**src/mt_pkg.sv**
```systemverilog
`timescale 1ns / 1ps
// ----------------------------------------------------------------------------
// MT19937 package
// Shared constants and the operation codes of the shared arithmetic unit.
// ----------------------------------------------------------------------------
package mt_pkg;

	// Table geometry and the twist recurrence offset.
	localparam int unsigned STATE_WORDS = 624;
	localparam int unsigned ADDR_W      = $clog2(STATE_WORDS);
	localparam int unsigned TWIST_OFFSET = 397;
	localparam int unsigned TWIST_WRAP   = STATE_WORDS - TWIST_OFFSET;

	// Read position values with a special meaning.
	localparam logic [ADDR_W-1:0] POS_TWIST_DUE  = ADDR_W'(STATE_WORDS);
	localparam logic [ADDR_W-1:0] POS_NEVER_SEED = ADDR_W'(STATE_WORDS + 1);
	localparam logic [ADDR_W-1:0] LAST_ADDR      = ADDR_W'(STATE_WORDS - 1);

	// Generator constants.
	localparam logic [31:0] SEED_MULT    = 32'd1812433253;
	localparam logic [31:0] MATRIX_A     = 32'h9908_B0DF;
	localparam logic [31:0] TEMPER_B     = 32'h9D2C_5680;
	localparam logic [31:0] TEMPER_C     = 32'hEFC6_0000;
	localparam logic [31:0] DEFAULT_SEED = 32'd5489;

	// Operations of the shared arithmetic unit.
	typedef enum logic [1:0] {
		UOP_SEED_MUL = 2'd0,
		UOP_SEED_ADD = 2'd1,
		UOP_TWIST    = 2'd2,
		UOP_TEMPER   = 2'd3
	} unit_op_t;

endpackage

```
**src/mt_unit.sv**
```systemverilog
`timescale 1ns / 1ps
// ----------------------------------------------------------------------------
// MT19937 arithmetic unit
// Shared datapath for the seed multiply, the seed add, one twist step and
// the output tempering.
// ----------------------------------------------------------------------------
module mt_unit import mt_pkg::*; (
	input  unit_op_t    op,
	input  logic [31:0] opnd_a,
	input  logic [31:0] opnd_b,
	input  logic [31:0] opnd_c,
	output logic [31:0] result
);

	logic [31:0] mixed;
	logic [31:0] product;
	logic [31:0] twist_y;
	logic [31:0] twist_r;
	logic [31:0] t1;
	logic [31:0] t2;
	logic [31:0] t3;
	logic [31:0] t4;

	// Seed recurrence multiply, low word of the product only.
	assign mixed   = opnd_a ^ (opnd_a >> 30);
	assign product = 32'(SEED_MULT * mixed);

	// One twist step: high bit of the current word, low bits of the next one.
	assign twist_y = {opnd_a[31], opnd_b[30:0]};
	assign twist_r = opnd_c ^ (twist_y >> 1) ^ (twist_y[0] ? MATRIX_A : 32'd0);

	// Output tempering.
	assign t1 = opnd_a ^ (opnd_a >> 11);
	assign t2 = t1 ^ ((t1 << 7) & TEMPER_B);
	assign t3 = t2 ^ ((t2 << 15) & TEMPER_C);
	assign t4 = t3 ^ (t3 >> 18);

	// Operation select.
	always_comb begin
		case (op)
			UOP_SEED_MUL: result = product;
			UOP_SEED_ADD: result = opnd_a + opnd_b;
			UOP_TWIST:    result = twist_r;
			UOP_TEMPER:   result = t4;
			default:      result = 32'd0;
		endcase
	end

endmodule

```
**config.mk**
```make
export PLATFORM = sky130hd
export DESIGN_NAME = mt_unit
export DESIGN_NICKNAME = d
export VERILOG_FILES = /design/src/mt_pkg.sv /design/src/mt_unit.sv
export SDC_FILE = /design/constraint.sdc
export NUM_CORES = 1
export LEC_CHECK = 0
export BUFFER_PORTS_ARGS = -buffer_cell sky130_fd_sc_hd__buf_2
export CORE_UTILIZATION = 60
export DETAILED_ROUTE_END_ITERATION = 12
export PLACE_DENSITY = 0.82
export SYNTH_ARGS = -nofsm -noshare
export SYNTH_HDL_FRONTEND = slang
export SYNTH_SLANG_ARGS = --single-unit
```
**constraint.sdc**
```tcl
create_clock -name vclk -period 24.5
set_input_delay 6.125 -clock vclk [all_inputs]
set_output_delay 6.125 -clock vclk [all_outputs]
set_load 0.02 [all_outputs]
```
== Word-level counts from Yosys, hierarchy flattened ==
Index checks and enable logic that the tools add are counted.
Storage, ports and cells
  register bits: 0
  latch bits: 0
  bits in writable memories: 0
  memory bits (read-only): 0
  output and inout port bits: 32
  word-level logic and storage cells: 15
  memories: 0
Operators by class
  $add $sub $neg: 1
  multiply operators: 1
  divide/modulo/power cells: 0
  order comparisons: 0
  equality and inequality tests: 3
  shift-type cells: 0
  multiplexer cells: 2
  bitwise logic cells: 7
  reduce and logical (&&, ||, !) cells: 1
Operators by type and width (number)
  32-bit case mux with 4 select lines: 1
  32-bit XOR: 3
  32-bit adder: 1
  31-bit by 32-bit multiplier with 32-bit output, first input constant: 1
  32-bit 2-to-1 mux: 1
  32-bit by 14-bit XOR with 32-bit output: 1
  32-bit by 2-bit XOR with 32-bit output: 1
  32-bit by 21-bit XOR with 32-bit output: 1
  32-bit by 31-bit XOR with 32-bit output: 1
  2-bit == test, second input constant: 2
  2-bit by 1-bit == test with 1-bit output, second input constant: 1
  2-bit zero test: 1

== Logic depth before layout (Yosys ltp) ==
Gate-level depths: netlist (run 1).
  word-level depth: 5
  depth in mapped cells: 27
  gate-level depth less buffers: 25

== Least setup slack after synthesis (run 1) ==
No wires, ideal clock.
  path kind: input port to output port
  start: input port opnd_a[31]
  end: output port result[30]
  arrival: 12663 ps
  setup slack: 5712 ps
  cell stages on the path: 24
  path buffers: 1
  path through: clkbuf_1 -> xor2_1 -> xor2_1 -> ha_1 -> or2_2 -> ha_1 -> fa_1 -> ha_1 -> fa_1 -> fa_1 -> fa_1 -> inv_1 -> fa_1 -> inv_1 -> ha_1 -> and3_1 -> a221o_1 -> a31oi_1 -> nor2b_1 -> a311o_1 -> a31oi_1 -> mux2i_1 -> o41ai_1 -> a31oi_1
Between the ends
  cells in the longest elaborated chain, start to end: 3
  elaborated cells on any way between the ends: 5
  those cells by class: mul (1); mux (1); bitwise (3)
Ends and longest elaborated chain
  from (decl): RTL line mt_unit.sv:9  | input logic [31:0] opnd_a,
  32-bit by 2-bit XOR with 32-bit output / 32-bit by 31-bit XOR with 32-bit output (equally long branches): RTL line mt_unit.sv:25, mt_unit.sv:30
  31-bit by 32-bit multiplier with 32-bit output / 32-bit XOR (equally long branches): RTL line mt_unit.sv:26, mt_unit.sv:30
  32-bit case mux with 4 select lines *: RTL line mt_unit.sv:40  | case (op)
  to (decl): RTL line mt_unit.sv:12  | output logic [31:0] result
Every way passes the cells marked *; elsewhere a longest branch is shown, timed or not.

== Worst setup path in the final report (run 1) ==
  start: input port opnd_a[30]
  end: output port result[31]
Between the ends
  cells in the longest elaborated chain, start to end: 3
  elaborated cells on any way between the ends: 4
  those cells by class: add/sub (1); mul (1); mux (1); bitwise (1)
Ends and longest elaborated chain
  32-bit by 2-bit XOR with 32-bit output: RTL line mt_unit.sv:25  | assign mixed = opnd_a ^ (opnd_a >> 30);
  31-bit by 32-bit multiplier with 32-bit output: RTL line mt_unit.sv:26  | assign product = 32'(SEED_MULT * mixed);
  32-bit case mux with 4 select lines *: RTL line mt_unit.sv:40
Marked as above.

==> metrics.md, run 1 <==
| Metric | Value |
|---|---|
| Status | completed |
| Initial DRC count | 820 |
| TritonRoute pass-1 iters | 5 |
| Post-CTS Setup Inserts | 0 |
| Slowest cell delay on critical path | 0.51 ns |
| Fmax | 52.19 MHz |
| DR vias/cell | 5.947 |
| FF/Latch Area | 0 um2 |
| Adder-Cell Fraction of Synth Area | 55.27% |
| Kind of critical path | primary input to primary output |
| DP Wirelength | 25440 um |
| Max Cap Viol | 0 |
| Relative slew slack | 36.76% |
| Total GRT Usage | 34.80% |
| Commonest non-fill, non-tap cells in the layout | 241 x inv_1, 240 x ha_1, 147 x fa_1 |
| Mean Syn Cell Area | 9.242 um2 |
| Cells after synthesis | 1164 |
| Seq Cell Count | 0 |
| N_diodes | 0 |
| Max-slew violations | 0 |
| First-pass GRT wire length | 47880 um |
| GRT overflow | 0 |
| Worst setup EP type | primary output |
| Worst slew pin tran | 0.9451 ns |
| Io pins | 130 |
| Setup violations, final | 0 |
| Worst Path Buf+Inv | 4 |
| Worst hold endpoint | result[1] |
| Vias in the first global route | 9132 |
| Chip height | 135.9 um |
| # rows | 48 |
| Yosys top cell area share | 27.91% |
| RSZ-0062 raised after global routing | no |
| Sequential area share after synthesis | 0% |
| Area leader, netlist | ha_1 |
| Final Hold Fails | 0 |
| Layout cells sized above 1 | 12.74% |
| Largest family of logic cells by synthesized area | adder cells |
| Synth-to-Final Area Change | 8.199% |
| Initial antenna violation count | 0 |
| Final design utilization | 66.83% |
| Startpoint Class | primary input |
| Worst hold path depth | 3 |
| Synth unique cells | 59 |
| IO buf count | 130 |
| Via count | 8944 |
| Crit-path max FO | 7 |
| WL/cell | 20.72 um |
| Die ar. | 0.01847 mm2 |
| Largest cells by area after synthesis | ha_1 28%, fa_1 27%, xnor2_1 9.9% |
| Complex-gate fraction of the synthesized area | 11.19% |
| Yosys warns | 0 |
| Delay-heaviest family, CP | adder cells |
| CTS Hold Bufs | 0 |
| Mux cell area share after synthesis | 3.443% |
| Most common cell after layout, fill and taps aside | inv_1 |
| Die X | 135.9 um |
| Synth Area in Simple Gates | 5.746% |
| Mapped cell area | 0.01076 mm2 |
| Layout Nets | 1766 |
| Critical Path AT | 13.04 ns |
| Minimum clock period | 19.16 ns |
| Clkbuf count | 0 |
| Worst path required time | 18.38 ns |
| Crit path top cell by count | fa_1 |
| Final period util | 78.21% |
| Syn Nets | 1649 |
| Core Box Area | 0.01742 mm2 |
| PostCTS Resize Cnt | 0 |
| CP max-delay cell | fa_1 |
| Routed Antenna Nets | 0 |
| Largest net degree at the start of global routing | 49 |
| Hold WC Path Type | primary input to primary output |
| RD Place Congestion | 0.9816 |
| Final routed DRC violation total | 0 |
| XOR/XNOR Fraction of Synth Area | 15.31% |
| Fill count | 1401 |
| Setup TNS | 0 ns |
| Hold wc startpoint | opnd_a[1] |
| Routed Wire Length | 31170 um |
| Starting density of the core | 61.77% |
## how the worst max path moves through the flow
stage                 endpoint  cells past startpoint  startpoint
floorplan           result[30]                     24  opnd_a[31]
global placement    result[31]                     26  opnd_a[31]
detailed placement  result[31]                     26  opnd_a[31]
CTS                 result[30]                     26  opnd_a[31]
global route        result[30]                     27  opnd_a[30]
finish              result[31]                     25  opnd_a[30]
## stage by stage
stage                     instances  area (um2)  hold WS [ns]  setup slack (ns)
after floorplan                1164       10760         12.38             5.712
after global placement         1504       11640         12.72             5.494
after detailed placement       1504       11640         12.73             5.368
after CTS                      1504       11640         12.74             5.354
after global routing           1504       11640         12.76             4.960
final                          1504       11640         12.73             5.338
## cells by family after synthesis
group | count (synthesis)
adder cells (fa/ha/maj) | 387
buffers and inverters | 259
XOR/XNOR | 188
AO/OA/AOI/OAI | 182
AND/OR/NAND/NOR | 130
multiplexers | 18
## synthesized netlist by cell type (5+ instances only)
master,n
a211oi_1,7
a21o_1,20
a21oi_1,54
a31oi_1,10
and3_1,10
clkbuf_1,14
fa_1,147
ha_1,240
inv_1,241
mux4_2,15
nand2_1,33
nand3_1,7
nor2_1,40
nor2b_1,5
nor3_1,13
o211ai_1,6
o21ai_0,35
o21bai_1,12
xnor2_1,121
xor2_1,67
## area by class of cell
cell class	count	area [um2]	area share, %
multi-input combinational	905	9784	84.06
inverter	242	908.4	7.804
timing repair buffer	132	665.6	5.719
tap	225	281.5	2.419
## per-layer routing
layer	track usage, %	share of wire (%)	up-vias
li1	-	-	4074
met1	45.11	40	4312
met2	58.48	46	462
met3	5.705	9.3	96
met4	12.41	4.4	0
met5	0	0	-
Power of run 1 is left out: the tool's default activity adds up to more than one toggle a clock period on the data nets, which glitch-free logic cannot reach.
==> run 2: changes to the inputs <==
--- a/config.mk
+++ b/config.mk
@@ -6,7 +6,7 @@
 export NUM_CORES = 1
 export LEC_CHECK = 0
 export BUFFER_PORTS_ARGS = -buffer_cell sky130_fd_sc_hd__buf_2
-export CORE_UTILIZATION = 60
+export CORE_UTILIZATION = 57
 export DETAILED_ROUTE_END_ITERATION = 12
 export PLACE_DENSITY = 0.82
 export SYNTH_ARGS = -nofsm -noshare
==> constraint.sdc (replaced) <==
create_clock -name vclk -period 17
set_input_delay 4.25 -clock vclk [all_inputs]
set_output_delay 4.25 -clock vclk [all_outputs]
set_load 0.02 [all_outputs]
==> run 2 against run 1 <==
  * First-iteration DRC count decreased by 14%
  * Final cell count rose by 0.27%
  * Highest routed layer is now met5
  * Largest cell class unchanged
  * Sequential cell count did not move
  * Worst setup slack worse by 3.7 ns
  * Critical path type unchanged
  * Non-clock buffer count unchanged
  * Critical endpoint unchanged
  * Critical path depth grew 1
==> metrics.md, run 2 (same netlist as run 1, synthesis figures left out) <==
| Metric | Value |
|---|---|
| Worst path depth | 26 |
| Core Box Area | 0.01821 mm2 |
| Seq Cell Count | 0 |
| Synth-to-Final Area Change | 8.246% |
| Routed Antenna Nets | 0 |
| Initial DRC count | 708 |
| CP max-delay cell | fa_1 |
| Largest net degree at the start of global routing | 49 |
| Worst slew pin tran | 0.9777 ns |
| Commonest non-fill, non-tap cells in the layout | 241 x inv_1, 240 x ha_1, 147 x fa_1 |
| Delay-heaviest family, CP | adder cells |
| Setup TNS | 0 ns |
| N_diodes | 0 |
| Starting density of the core | 59.08% |
| WL/cell | 20.87 um |
| Setup violations, final | 0 |
| Final Hold Fails | 0 |
| Relative slew slack | 34.58% |
| Worst path required time | 12.75 ns |
| Vias in the first global route | 9420 |
| Crit path from | opnd_a[30] |
| Via count | 8977 |
| Kind of critical path | primary input to primary output |
| IO buf count | 130 |
| Clkbuf count | 0 |
| GRT overflow | 0 |
| Hold WC Path Type | primary input to primary output |
| Met3 Usage GRT | 5.024% |
| Die ar. | 0.01943 mm2 |
| Routed Wire Length | 31470 um |
| Minimum clock period | 15.40 ns |
| # rows | 49 |
| Layout cells sized above 1 | 12.74% |
| Worst Setup EP | result[31] |
| Layer with the highest usage | met2 |
| Initial antenna violation count | 1 |
| Fmax | 64.95 MHz |
| Chip height | 139.4 um |
| FF/Latch Area | 0 um2 |
| RSZ-0062 raised after global routing | no |
| Final routed DRC violation total | 0 |
| Status | completed |
| PostCTS Resize Cnt | 0 |
| Worst Path Buf+Inv | 5 |
| Layout Nets | 1766 |
| Die X | 139.4 um |
| Startpoint Class | primary input |
| DR vias/cell | 5.953 |
| Max Cap Viol | 0 |
| Io pins | 130 |
| Most common cell after layout, fill and taps aside | inv_1 |
| CTS Hold Bufs | 0 |
| Total GRT Usage | 33.27% |
| Critical Path AT | 11.15 ns |
| Worst setup EP type | primary output |
| Grt met1 use | 42.32% |
| RD Place Congestion | 0.9814 |
| Post-CTS Setup Inserts | 0 |
| Slowest cell delay on critical path | 0.51 ns |
| Final period util | 90.56% |
| First-pass GRT wire length | 49510 um |
| Max-slew violations | 0 |
| Crit path top cell by count | fa_1 |
| TritonRoute pass-1 iters | 5 |
| DP Wirelength | 25860 um |
| Grt met2 use | 57.52% |
| Crit-path max FO | 7 |
run 2: cell counts in the layout (fill, tap and decap cells not counted):
Identical to the previous run, type by type.
run 2: worst min-delay path by stage:
stage | start | end | slack [ns] | cells past startpoint
floorplan | opnd_a[1] | result[1] | 8.63 | 1
global placement | opnd_a[1] | result[1] | 8.89 | 3
detailed placement | opnd_a[1] | result[1] | 8.90 | 3
CTS | opnd_a[1] | result[1] | 8.90 | 3
global route | opnd_a[1] | result[1] | 8.93 | 3
finish | opnd_a[1] | result[1] | 8.90 | 3
run 2: layout make-up:
class	instances	area (um2)
tap	229	286.5
inverter	242	908.4
multi-input combinational	905	9784
timing repair buffer	132	665.6
fill	1534	6564
run 2: worst min-delay path: cells and delay by family:
| kind | cells | cell delay (ns) |
|---|---|---|
| AOI/OAI and AO/OA | 1 | 0.09 |
| buffers and inverters | 2 | 0.31 |
run 2: per-layer routing:
layer,vias up,wire length (um)
li1,4085,-
met1,4383,12570
met2,412,15030
met3,95,2643
met4,2,1209
met5,-,8
run 2: metrics by stage:
stage / util [%] / hold WS [ns] / instances / instance area [um2] / worst slack (ns)
2_1_floorplan: - / 8.629 / 1164 / 10760 / 1.962
3_3_place_gp: 63.95 / 8.892 / 1508 / 11640 / 1.808
3_5_place_dp: 63.95 / 8.898 / 1508 / 11640 / 1.652
4_1_cts: 63.95 / 8.898 / 1508 / 11640 / 1.632
5_1_grt: 63.95 / 8.928 / 1508 / 11640 / 1.263
6_report: 63.95 / 8.898 / 1508 / 11640 / 1.604
Power of run 2 is left out for the same reason.
==> run 3: changes to the inputs <==
--- a/config.mk
+++ b/config.mk
@@ -6,6 +6,8 @@
 export NUM_CORES = 1
 export LEC_CHECK = 0
 export BUFFER_PORTS_ARGS = -buffer_cell sky130_fd_sc_hd__buf_2
+export CORE_ASPECT_RATIO = 0.6
+export CORE_MARGIN = 2
 export CORE_UTILIZATION = 57
 export DETAILED_ROUTE_END_ITERATION = 12
 export PLACE_DENSITY = 0.82
==> run 3 against run 2 <==
  * First-iteration DRC count is 34% higher
  * Highest routed layer is now met4
  * Clock-buffer cell count stayed put
  * Hold slack better by 0.10 ns
  * Routed wire length is 2.6% higher
==> metrics.md, run 3 (same netlist as run 1, synthesis figures left out) <==
| Metric | Value |
|---|---|
| Relative slew slack | 38.88% |
| Final period util | 90.96% |
| Critical Path AT | 11.21 ns |
| Placed insts | 1521 |
| Design Area, Final | 0.01167 mm2 |
| Vias in the first global route | 9185 |
| Synth-to-Final Area Change | 8.514% |
| WL/cell | 21.22 um |
| Initial antenna violation count | 2 |
| Starting density of the core | 58.92% |
| IO buf count | 130 |
| Layout cells sized above 1 | 12.88% |
| Crit-path max FO | 7 |
| Worst hold path depth | 3 |
| Worst path required time | 12.75 ns |
| Setup violations, final | 0 |
| N_diodes | 0 |
| CTS Hold Bufs | 0 |
| Fill count | 1548 |
| Status | completed |
| Routed Wire Length | 32280 um |
| Routed Antenna Nets | 0 |
| RSZ-0062 raised after global routing | no |
| Largest net degree at the start of global routing | 49 |
| Chip height | 110.4 um |
| RD Place Congestion | 0.9819 |
| TritonRoute pass-1 iters | 5 |
| Die ar. | 0.02002 mm2 |
| Minimum clock period | 15.46 ns |
| Fmax | 64.67 MHz |
| Final routed DRC violation total | 0 |
| DP Worst Slack | 1.597 ns |
| Via count | 8971 |
| Most common cell after layout, fill and taps aside | inv_1 |
| Kind of critical path | primary input to primary output |
| Finished Layout Cells | 1521 |
| Commonest non-fill, non-tap cells in the layout | 241 x inv_1, 240 x ha_1, 147 x fa_1 |
| Worst setup EP type | primary output |
| First-pass GRT wire length | 50570 um |
| DR vias/cell | 5.898 |
| Max-slew violations | 0 |
| Clkbuf count | 0 |
| Final worst slack | 1.536 ns |
| Hold wc startpoint | opnd_a[1] |
| Io pins | 130 |
| Worst slew pin tran | 0.9137 ns |
| Max Cap Viol | 0 |
| Seq Cell Count | 0 |
| Placed inst area | 0.01167 mm2 |
| Setup TNS | 0 ns |
| FF/Latch Area | 0 um2 |
| Core Box Area | 0.01826 mm2 |
| GRT overflow | 0 |
| Worst hold endpoint | result[1] |
| Hold WC Path Type | primary input to primary output |
| DP Wirelength | 27440 um |
| Initial DRC count | 948 |
| PostCTS Resize Cnt | 0 |
| Post-CTS Setup Inserts | 0 |
| Total GRT Usage | 32.82% |
| Layout Nets | 1768 |
| Startpoint Class | primary input |
| Die X | 181.4 um |
| # rows | 38 |
| Final Hold Fails | 0 |
[run 3: cell types whose count changed in the layout (fill, tap and decap cells not counted), sizes merged]
cell  change
buf       +2
[run 3: worst max-delay path by stage]
stage	startpoint	end	slack, ns	depth (start not counted)
after floorplan	opnd_a[31]	result[30]	1.96	24
after global placement	opnd_a[30]	result[31]	1.82	26
after detailed placement	opnd_a[30]	result[30]	1.60	26
after CTS	opnd_a[30]	result[30]	1.58	26
after global routing	opnd_a[30]	result[30]	1.30	26
final	opnd_a[30]	result[30]	1.54	26
[run 3: final cells by class]
class                           instances  area (um2)  area share, %
Inverter                              242       908.4          7.781
Multi-Input combinational cell        905        9784          83.82
Tap cell                              240       300.3          2.572
Timing Repair Buffer                  134       680.7          5.831
[run 3: metrics by stage]
| step | utilization [%] | hold slack (ns) |
|---|---|---|
| 5_1_grt | 63.94 | 9.017 |
| 4_1_cts | 63.94 | 8.977 |
| 2_1_floorplan | - | 8.629 |
| 6_report | 63.94 | 8.999 |
| 3_3_place_gp | 63.94 | 8.979 |
| 3_5_place_dp | 63.94 | 8.974 |
[run 3: worst max-delay path, stage by stage]
cell	delay, ns
buf_2	0.21
xor2_1	0.42
xor2_1	0.13
buf_4	0.19
ha_1	0.18
or2_2	0.31
ha_1	0.22
fa_1	0.46
ha_1	0.21
fa_1	0.47
fa_1	0.46
fa_1	0.52
inv_1	0.05
fa_1	0.47
inv_1	0.04
ha_1	0.37
and3_1	0.22
a221o_1	0.34
a31oi_1	0.22
nor2b_1	0.10
a311o_1	0.35
a31oi_1	0.24
mux2i_1	0.21
o41ai_1	0.09
a31oi_1	0.29
buf_2	0.22
[run 3: metal layers]
layer | part of all wire, % | GRT usage, % | vias to the layer above
met1 | 44 | 47.45 | 4370
li1 | - | - | 4081
met2 | 40 | 47.38 | 467
met4 | 2.0 | 6.341 | 0
met3 | 14 | 11.54 | 53
met5 | 0 | 0 | -
Power of run 3 is left out for the same reason.
